File: src/tws_pkg.sv
// Package with the shared types, codes and constants of the two-wire link.
package tws_pkg;

    localparam int TIMEOUT_POLLS_DEFAULT = 16;
    localparam logic [15:0] HALF_PERIOD_RESET = 16'd50;
    localparam logic [2:0] SETTLE_HALVES = 3'd4;
    localparam logic [2:0] LAST_BIT = 3'd7;

    localparam int IN_DATA_W = 16;
    localparam int OUT_DATA_W = 16;
    localparam int APB_ADDR_W = 3;
    localparam int APB_DATA_W = 32;

    // Register indexes, taken from paddr[2].
    localparam logic REG_HALF_PERIOD = 1'b0;

    // Mode codes as seen on link_mode.
    localparam logic [1:0] LINK_IDLE = 2'd0;
    localparam logic [1:0] LINK_REQ = 2'd1;
    localparam logic [1:0] LINK_SEND = 2'd2;
    localparam logic [1:0] LINK_RECV = 2'd3;

    typedef enum logic [3:0] {
        MODE_IDLE = 4'b0001,
        MODE_REQ  = 4'b0010,
        MODE_SEND = 4'b0100,
        MODE_RECV = 4'b1000
    } mode_t;

    typedef struct packed {
        logic [7:0] tx_byte;
        logic       tx_pending;
        logic       clk_line;
        logic       data_line;
    } in_item_t;

    typedef struct packed {
        logic [1:0] link_mode;
        logic [7:0] rx_byte;
        logic       rx_valid;
        logic       tx_take;
        logic       clk_level;
        logic       clk_drive;
        logic       data_level;
        logic       data_drive;
    } result_t;

endpackage

File: src/tws_cfg.sv
// APB register block holding the half bit period setting.
module tws_cfg
(
    input  logic                            clk,
    input  logic                            rst_n,
    input  logic                            psel,
    input  logic                            penable,
    input  logic                            pwrite,
    input  logic [tws_pkg::APB_ADDR_W-1:0]  paddr,
    input  logic [tws_pkg::APB_DATA_W-1:0]  pwdata,
    output logic [tws_pkg::APB_DATA_W-1:0]  prdata,
    output logic                            pready,
    output logic [15:0]                     half_period_cycles
);

    logic [15:0] hpc_reg;
    logic [15:0] hpc_next;
    logic        wr_en;

    assign pready = 1'b1;
    assign wr_en = psel && penable && pwrite && pready;

    always_comb
    begin
        hpc_next = hpc_reg;
        if (wr_en && (paddr[2] == tws_pkg::REG_HALF_PERIOD))
        begin
            hpc_next = pwdata[15:0];
        end
    end

    always_ff @(posedge clk or negedge rst_n)
    begin
        if (!rst_n)
        begin
            hpc_reg <= tws_pkg::HALF_PERIOD_RESET;
        end
        else
        begin
            hpc_reg <= hpc_next;
        end
    end

    always_comb
    begin
        case (paddr[2])
            tws_pkg::REG_HALF_PERIOD: prdata = {16'd0, hpc_reg};
            default:                  prdata = '0;
        endcase
    end

    assign half_period_cycles = hpc_reg;

endmodule

File: src/tws_core.sv
// Link state machine: updates the line state for one sampled beat and forms its result.
module tws_core
#(
    parameter int TIMEOUT_POLLS = tws_pkg::TIMEOUT_POLLS_DEFAULT
)
(
    input  logic              clk,
    input  logic              rst_n,
    input  logic              step,
    input  tws_pkg::in_item_t item,
    input  logic [15:0]       half_period_cycles,
    output tws_pkg::result_t  result
);

    localparam int TW = $clog2(TIMEOUT_POLLS + 1);
    localparam logic [TW-1:0] TMO_LIMIT = TW'(TIMEOUT_POLLS);

    tws_pkg::mode_t mode_reg, mode_next;
    logic [15:0]    hp_reg, hp_next;
    logic [2:0]     settle_reg, settle_next;
    logic           phase_reg, phase_next;
    logic [2:0]     bit_reg, bit_next;
    logic [7:0]     tx_shift_reg, tx_shift_next;
    logic [7:0]     rx_shift_reg, rx_shift_next;
    logic [TW-1:0]  tmo_reg, tmo_next;

    logic [16:0]    hp_inc;
    logic           tick;
    logic [15:0]    hp_after;
    logic [2:0]     settle_dec;
    logic [7:0]     rx_merged;
    logic           go_idle;
    logic           take;
    logic           rx_valid;
    logic [7:0]     rx_byte;

    assign hp_inc = {1'b0, hp_reg} + 17'd1;
    assign tick = hp_inc >= {1'b0, half_period_cycles};
    assign hp_after = tick ? 16'd0 : hp_inc[15:0];
    assign settle_dec = settle_reg - 3'd1;
    assign rx_merged = rx_shift_reg | (8'(item.data_line) << bit_reg);

    always_comb
    begin
        mode_next = mode_reg;
        hp_next = hp_reg;
        settle_next = settle_reg;
        phase_next = phase_reg;
        bit_next = bit_reg;
        tx_shift_next = tx_shift_reg;
        rx_shift_next = rx_shift_reg;
        tmo_next = tmo_reg;
        go_idle = 1'b0;
        take = 1'b0;
        rx_valid = 1'b0;
        rx_byte = 8'd0;

        case (mode_reg)
            tws_pkg::MODE_IDLE:
            begin
                if (item.data_line || item.tx_pending)
                begin
                    hp_next = 16'd0;
                    phase_next = 1'b0;
                    bit_next = 3'd0;
                    rx_shift_next = 8'd0;
                    tmo_next = '0;
                    if (item.data_line)
                    begin
                        mode_next = tws_pkg::MODE_RECV;
                        settle_next = tws_pkg::SETTLE_HALVES;
                    end
                    else
                    begin
                        mode_next = tws_pkg::MODE_REQ;
                        settle_next = 3'd0;
                    end
                end
            end
            tws_pkg::MODE_REQ:
            begin
                if (!item.clk_line)
                begin
                    mode_next = tws_pkg::MODE_SEND;
                    hp_next = 16'd0;
                    settle_next = tws_pkg::SETTLE_HALVES;
                    phase_next = 1'b0;
                    bit_next = 3'd0;
                end
            end
            tws_pkg::MODE_SEND:
            begin
                hp_next = hp_after;
                if (tick)
                begin
                    if (settle_reg != 3'd0)
                    begin
                        settle_next = settle_dec;
                        if (settle_dec == 3'd0)
                        begin
                            take = item.tx_pending;
                            go_idle = !item.tx_pending;
                        end
                    end
                    else if (phase_reg)
                    begin
                        phase_next = 1'b0;
                    end
                    else if (bit_reg == tws_pkg::LAST_BIT)
                    begin
                        take = item.tx_pending;
                        go_idle = !item.tx_pending;
                    end
                    else
                    begin
                        bit_next = bit_reg + 3'd1;
                        phase_next = 1'b1;
                    end
                end
                if (take)
                begin
                    tx_shift_next = item.tx_byte;
                    bit_next = 3'd0;
                    phase_next = 1'b1;
                end
            end
            tws_pkg::MODE_RECV:
            begin
                if (settle_reg != 3'd0)
                begin
                    hp_next = hp_after;
                    if (tick)
                    begin
                        settle_next = settle_dec;
                        if (settle_dec == 3'd0)
                        begin
                            phase_next = 1'b0;
                            tmo_next = '0;
                            hp_next = 16'd0;
                        end
                    end
                end
                else if (item.clk_line != phase_reg)
                begin
                    if (item.clk_line)
                    begin
                        if (bit_reg == tws_pkg::LAST_BIT)
                        begin
                            rx_valid = 1'b1;
                            rx_byte = rx_merged;
                            rx_shift_next = 8'd0;
                            bit_next = 3'd0;
                        end
                        else
                        begin
                            rx_shift_next = rx_merged;
                            bit_next = bit_reg + 3'd1;
                        end
                    end
                    phase_next = item.clk_line;
                    tmo_next = '0;
                    hp_next = 16'd0;
                end
                else
                begin
                    hp_next = hp_after;
                    if (tick)
                    begin
                        if (tmo_reg >= TMO_LIMIT)
                        begin
                            go_idle = 1'b1;
                        end
                        else
                        begin
                            tmo_next = tmo_reg + TW'(1);
                        end
                    end
                end
            end
            default:
            begin
                go_idle = 1'b1;
            end
        endcase

        if (go_idle)
        begin
            mode_next = tws_pkg::MODE_IDLE;
            hp_next = 16'd0;
            settle_next = 3'd0;
            phase_next = 1'b0;
            bit_next = 3'd0;
            rx_shift_next = 8'd0;
            tmo_next = '0;
        end
    end

    always_ff @(posedge clk or negedge rst_n)
    begin
        if (!rst_n)
        begin
            mode_reg <= tws_pkg::MODE_IDLE;
            hp_reg <= 16'd0;
            settle_reg <= 3'd0;
            phase_reg <= 1'b0;
            bit_reg <= 3'd0;
            tx_shift_reg <= 8'd0;
            rx_shift_reg <= 8'd0;
            tmo_reg <= '0;
        end
        else if (step)
        begin
            mode_reg <= mode_next;
            hp_reg <= hp_next;
            settle_reg <= settle_next;
            phase_reg <= phase_next;
            bit_reg <= bit_next;
            tx_shift_reg <= tx_shift_next;
            rx_shift_reg <= rx_shift_next;
            tmo_reg <= tmo_next;
        end
    end

    always_comb
    begin
        result = '0;
        result.tx_take = take;
        result.rx_valid = rx_valid;
        result.rx_byte = rx_byte;
        case (mode_next)
            tws_pkg::MODE_IDLE:
            begin
                result.link_mode = tws_pkg::LINK_IDLE;
                result.clk_drive = 1'b1;
                result.clk_level = 1'b1;
            end
            tws_pkg::MODE_REQ:
            begin
                result.link_mode = tws_pkg::LINK_REQ;
                result.data_drive = 1'b1;
                result.data_level = 1'b1;
            end
            tws_pkg::MODE_SEND:
            begin
                result.link_mode = tws_pkg::LINK_SEND;
                result.data_drive = 1'b1;
                result.clk_drive = 1'b1;
                if (settle_next == 3'd0)
                begin
                    result.data_level = tx_shift_next[bit_next];
                    result.clk_level = phase_next;
                end
            end
            default:
            begin
                result.link_mode = tws_pkg::LINK_RECV;
            end
        endcase
    end

endmodule

File: src/two_wire_handshake_serial_link.sv
// Top level of the two-wire half-duplex link controller with stream and APB ports.
// One input beat carries the sampled line levels and the send queue head for one clock
// of the link; the block takes one beat per cycle while the output side does not stall
// and returns one result beat for each. Each beat passes the input register and then the
// result register; the state update between them is a single pass.
// The half bit period in clock beats is set through the APB register at address 0
// (reset value 50, 0 behaves as 1); write it only while the link is idle.
module two_wire_handshake_serial_link
#(
    parameter int TIMEOUT_POLLS = tws_pkg::TIMEOUT_POLLS_DEFAULT
)
(
    input  logic                            clk,
    input  logic                            rst_n,
    input  logic                            s_tvalid,
    output logic                            s_tready,
    // data_line, clk_line, tx_pending, tx_byte[7:0], zero fill
    input  logic [tws_pkg::IN_DATA_W-1:0]   s_tdata,
    output logic                            m_tvalid,
    input  logic                            m_tready,
    // data_drive, data_level, clk_drive, clk_level, tx_take, rx_valid,
    // rx_byte[7:0], link_mode[1:0]
    output logic [tws_pkg::OUT_DATA_W-1:0]  m_tdata,
    input  logic                            psel,
    input  logic                            penable,
    input  logic                            pwrite,
    input  logic [tws_pkg::APB_ADDR_W-1:0]  paddr,
    input  logic [tws_pkg::APB_DATA_W-1:0]  pwdata,
    output logic [tws_pkg::APB_DATA_W-1:0]  prdata,
    output logic                            pready
);

    logic              in_valid_reg, in_valid_next;
    tws_pkg::in_item_t in_item_reg;
    logic              out_valid_reg, out_valid_next;
    tws_pkg::result_t  out_data_reg;
    tws_pkg::result_t  result;
    logic [15:0]       half_period_cycles;
    logic              advance;
    logic              in_take;

    assign advance = in_valid_reg && (!out_valid_reg || m_tready);
    assign s_tready = !in_valid_reg || advance;
    assign in_take = s_tvalid && s_tready;

    always_comb
    begin
        in_valid_next = in_valid_reg;
        if (in_take)
        begin
            in_valid_next = 1'b1;
        end
        else if (advance)
        begin
            in_valid_next = 1'b0;
        end

        out_valid_next = out_valid_reg;
        if (advance)
        begin
            out_valid_next = 1'b1;
        end
        else if (m_tready)
        begin
            out_valid_next = 1'b0;
        end
    end

    always_ff @(posedge clk or negedge rst_n)
    begin
        if (!rst_n)
        begin
            in_valid_reg <= 1'b0;
            out_valid_reg <= 1'b0;
        end
        else
        begin
            in_valid_reg <= in_valid_next;
            out_valid_reg <= out_valid_next;
        end
    end

    always_ff @(posedge clk)
    begin
        if (in_take)
        begin
            in_item_reg <= tws_pkg::in_item_t'(s_tdata[$bits(tws_pkg::in_item_t)-1:0]);
        end
        if (advance)
        begin
            out_data_reg <= result;
        end
    end

    tws_cfg u_cfg
    (
        .clk                (clk),
        .rst_n              (rst_n),
        .psel               (psel),
        .penable            (penable),
        .pwrite             (pwrite),
        .paddr              (paddr),
        .pwdata             (pwdata),
        .prdata             (prdata),
        .pready             (pready),
        .half_period_cycles (half_period_cycles)
    );

    tws_core
    #(
        .TIMEOUT_POLLS (TIMEOUT_POLLS)
    )
    u_core
    (
        .clk                (clk),
        .rst_n              (rst_n),
        .step               (advance),
        .item               (in_item_reg),
        .half_period_cycles (half_period_cycles),
        .result             (result)
    );

    assign m_tvalid = out_valid_reg;
    assign m_tdata = out_data_reg;

endmodule

File: config.mk
export PLATFORM = sky130hd
export DESIGN_NAME = two_wire_handshake_serial_link
export DESIGN_NICKNAME = d
export VERILOG_FILES = /design/src/tws_pkg.sv /design/src/tws_cfg.sv /design/src/tws_core.sv /design/src/two_wire_handshake_serial_link.sv
export SDC_FILE = /design/constraint.sdc
export NUM_CORES = 1
export LEC_CHECK = 0
export BUFFER_PORTS_ARGS = -buffer_cell sky130_fd_sc_hd__buf_2
export CORE_MARGIN = 3
export CORE_UTILIZATION = 40
export DETAILED_ROUTE_END_ITERATION = 16
export PLACE_DENSITY = 0.57
export SETUP_SLACK_MARGIN = 0.3
export SLEW_MARGIN = 30
export SYNTH_ARGS = -nofsm -noshare
export SYNTH_HDL_FRONTEND = slang
export SYNTH_SLANG_ARGS = --single-unit
File: constraint.sdc
create_clock -name clk -period 5.5 [get_ports clk]
set_clock_uncertainty 0.1 [all_clocks]
set_input_delay 0 -clock clk [delete_from_list [all_inputs] [get_ports clk]]
set_output_delay 0 -clock clk [all_outputs]
set_load 0.01 [all_outputs]
==> summary by stage <==
Pwr
The relative contribution of combinational cells to total power is 0.355. The share of total power dissipated in the clock network is 0.245. Dividing total power by cell area gives a power density of 346 mW/mm². The cell-internal power is 0.00144 W. For this design the static power due to leakage is 3.02 nW.

Of the total power, the share spent switching nets is 0.377. The part of the total power dissipated in sequential elements is 0.400. Summed over all nets, the switching power comes to 0.000871 W. VDD sags by at most 0.190 mV.

CTS
The number of buffers between clock root and the deepest sink is 2. In this run, CTS created clock tree buffers numbering 9. The CTS clock-pin slew for the worst setup and hold paths is 70 ps. Clock latency on the worst-skew pair, taken at its later pin, is 350 ps. The total number of H-tree levels is 3. The buffers inserted during post-CTS setup optimization is 0.

Clock tree synthesis selected as its root buffer the cell clkbuf_16. The tree built by TritonCTS fans out to 93 sinks. TritonCTS built the clock tree.

GRT
The first global-routing pass estimated 21800 µm of wire. The total overflow reported by the global router is 0. Entering global routing, the biggest net connects 67 pins. Across every metal layer, demand over resource in global routing totals 0.172.

The initial antenna violation count is 0. The number of global-route vias before repair was 4410.

Die
The area of the core region is 0.0135 mm². The die covers 0.0155 mm². The count of standard-cell rows is 42.

From left edge to right edge, the die measures 124 µm. The number of I/O pins is 109. The floorplan step set the die height to 124 µm.

For this configuration, the core starts out at a cell density of 0.416.

Synth
Sorting the synthesized cells by area gives the leading types as dfrtp_1, edfxtp_1, ha_1. Of all flip-flops after synthesis, the portion carrying an async set or reset was 0.710. The synthesis warning total is 0. The cell accounting for the most synthesized area is dfrtp_1.

Averaged over all synthesized cells, the footprint is 9.59 µm². The main flop type after synthesis is dfrtp_1. The post-synthesis cell type count is 74. The share of the Yosys chip area taken by registers is 0.440. The number of flops mapped to enable cells by yosys is 27. The share of synthesized area in the top cell type comes to 0.277. After synthesis the cells add up to 0.00560 mm². The flip-flop and latch count after synthesis is 93. The number of instances in the synthesized netlist is 584.

Timing
After routing, the total negative slack on setup checks comes to 0 ps. Setup violations remaining at the end of the flow were counted as 0. The worst path in the final design needs a cycle of 4800 ps, including I/O delays and setup.

Setup repair after global routing left no endpoint under its margin. After layout, the worst setup slack is 700 ps. The fmax is 208 MHz. In the finished design, the share of the clock period the worst path needs comes to 0.873. The slew at the pin closest to its max-slew limit is 960 ps. The max-slew violation total from the final report was 0. The hold violation count in the final report is 0. The worst pin sits at a relative slew slack of 0.357.

Status
The run finished with clean final reports.

Layout
In the final layout, flip-flops and latches occupy 0.00247 mm². The area of the multi-input gates is 0.00284 mm². The share of cells above drive strength 1 is 0.200. The antenna cell count is 0. The number of inserted filler cells in the final layout is 1263.

The most common cell after layout, fill and taps aside is buf_2. The final-stage net count is 766. The layout-stage area growth over the synthesis result is 19.0%. The top cell types in the final layout, fill and taps aside, are buf_2, nor2_1, dfrtp_1, nand2_1, o21ai_0.

Worst setup path
The worst setup path is launched from a register. The worst endpoint data arrival time is 4800 ps. The critical path start-end classification is register to register. The type of destination of the critical path is a register. The maximum net fanout on the critical path is 13.

The startpoint identified for the worst register-to-register timing path is u_core.hp_reg[0]$_DFFE_PN0P_. The worst endpoint required time is 5500 ps. The end of the worst register-to-register path is m_tdata[1]$_DFFE_PP_.

The worst register-to-register path has a depth of 17. Across all register-to-register paths, the minimum setup slack is 700 ps.

Placement
The weighted congestion at the end of routability-driven global placement is 0.908. Once detailed placement completed, the half-perimeter wirelength came to 9680 µm. The pre-CTS setup slack is 597 ps. In this run the tool buffered the top-level ports with 68 buffer cells.

Routing
The detailed router placed 4647 vias in this run. Dividing the detail-routed via count by the number of cells gives 5.40. The antenna violation net count after detailed routing is 0. The first detailed-routing pass ran for 4 iterations.

The final routed wire length divided by cell count is 15.6 µm. The first routing iteration left 256 violations. For this block, the routed nets add up to 13400 µm of wire. The residual DRC count is 0.

Worst hold path
In this run the worst hold path is classified as input pin to asynchronous set/reset pin.

Job
The tool flagged a number of max-cap violations equal to 0.
==> Yosys cell counts (2+ instances only) <==
cell type,number
ha_1,28
nand3b_1,2
nor4b_1,3
mux2_2,26
xnor2_1,7
a41oi_1,6
or2_1,2
dfstp_2,4
a21o_1,4
a22oi_1,3
buf_4,17
dfrtp_1,62
and3_1,8
nand2b_1,7
clkbuf_1,18
and2_1,5
nor2b_1,8
or3_1,2
o22ai_1,4
and4_1,4
nor2_1,65
inv_1,38
conb_1,2
a21oi_1,15
nand3_1,22
a2bb2oi_1,2
nor4_1,2
edfxtp_1,27
a211oi_1,2
o311ai_0,2
or4b_1,2
nand4_1,2
o21ai_1,3
a31oi_1,19
o311a_1,3
o21ai_0,46
xor2_1,8
nor3b_1,4
nor3_1,11
buf_2,3
nand2_1,46
o31ai_1,8
==> power by group through the flow <==
stage / combinational [W] / clock (W) / sequential [W]
floorplan: 0.000573 / 0 / 0.000898
detailed placement: 0.000799 / 0 / 0.000937
global route: 0.000922 / 0.000609 / 0.000942
global placement: 0.000792 / 0 / 0.000931
CTS: 0.000820 / 0.000586 / 0.000923
finish: 0.000819 / 0.000565 / 0.000924
==> worst max-delay path, cell delays in order, from the launching register on <==
cell and delay, ps:
dfrtp_1 440, ha_1 320, nand2_1 130, nor4_4 250, buf_4 190, nand3_1 100, xnor2_1 270, ha_1 300
nand3_1 160, o221ai_1 230, a311o_2 470, nor3_4 300, buf_4 270, nor3_1 100, o22ai_1 310, nor4b_2 140
nor3b_1 170, a211o_1 300
==> per-stage QoR <==
stage                     utilization  cell area [µm²]  power (W)  std cells  hold slack [ps]
final                           0.495             6660    0.00231        861              174
after global routing            0.495             6660    0.00247        861              259
after CTS                       0.495             6650    0.00233        861              242
after detailed placement        0.452             6080    0.00174        814             78.5
after global placement          0.452             6080    0.00172        814             76.0
after floorplan                     -             5660    0.00147        599             -396
==> logic make-up (layout without fill, tap and decap cells) <==
| kind of cell | Yosys count | in the layout | share of synthesized area |
|---|---|---|---|
| XOR/XNOR | 15 | 15 | 0.0235 |
| AO/OA/AOI/OAI | 139 | 139 | 0.170 |
| other | 2 | 17 | 0.00134 |
| AND/OR/NAND/NOR | 205 | 205 | 0.187 |
| multiplexers | 26 | 26 | 0.0523 |
| adder cells (fa/ha/maj) | 28 | 28 | 0.0625 |
| flip-flops | 93 | 93 | 0.440 |
| buffers and inverters | 76 | 162 | 0.0630 |
==> area by class of cell <==
| type | count | share of cell area |
|---|---|---|
| tap | 176 | 0.0330 |
| inverter | 38 | 0.0214 |
| timing repair buffer | 108 | 0.108 |
| clock buffer | 9 | 0.0338 |
| multi-input combinational | 430 | 0.427 |
| clock inverter | 7 | 0.00638 |
| sequential | 93 | 0.370 |
==> timing repair <==
action,CTS,global route
endpoints found under the setup margin,0,1
hold buffers,31,0
endpoints found under the hold margin,91,0
resized for setup,0,2
==> layer usage <==
layer  GRT usage  part of all wire
met5           0                 0
met4      0.0638             0.015
met3      0.0296             0.061
met2       0.271              0.45
met1       0.237              0.47
==> how the worst max path moves through the flow <==
stage	from	to	slack, ps	depth (start not counted)
finish	u_core.hp_reg[0]$_DFFE_PN0P_	m_tdata[1]$_DFFE_PP_	700	17
global route	u_core.hp_reg[0]$_DFFE_PN0P_	m_tdata[1]$_DFFE_PP_	310	16
CTS	u_core.hp_reg[0]$_DFFE_PN0P_	m_tdata[1]$_DFFE_PP_	570	16
detailed placement	u_core.hp_reg[0]$_DFFE_PN0P_	m_tdata[1]$_DFFE_PP_	600	16
global placement	u_core.hp_reg[0]$_DFFE_PN0P_	m_tdata[1]$_DFFE_PP_	640	16
floorplan	u_core.hp_reg[2]$_DFFE_PN0P_	m_tdata[1]$_DFFE_PP_	1130	17
(Power assumes the default switching activity.)
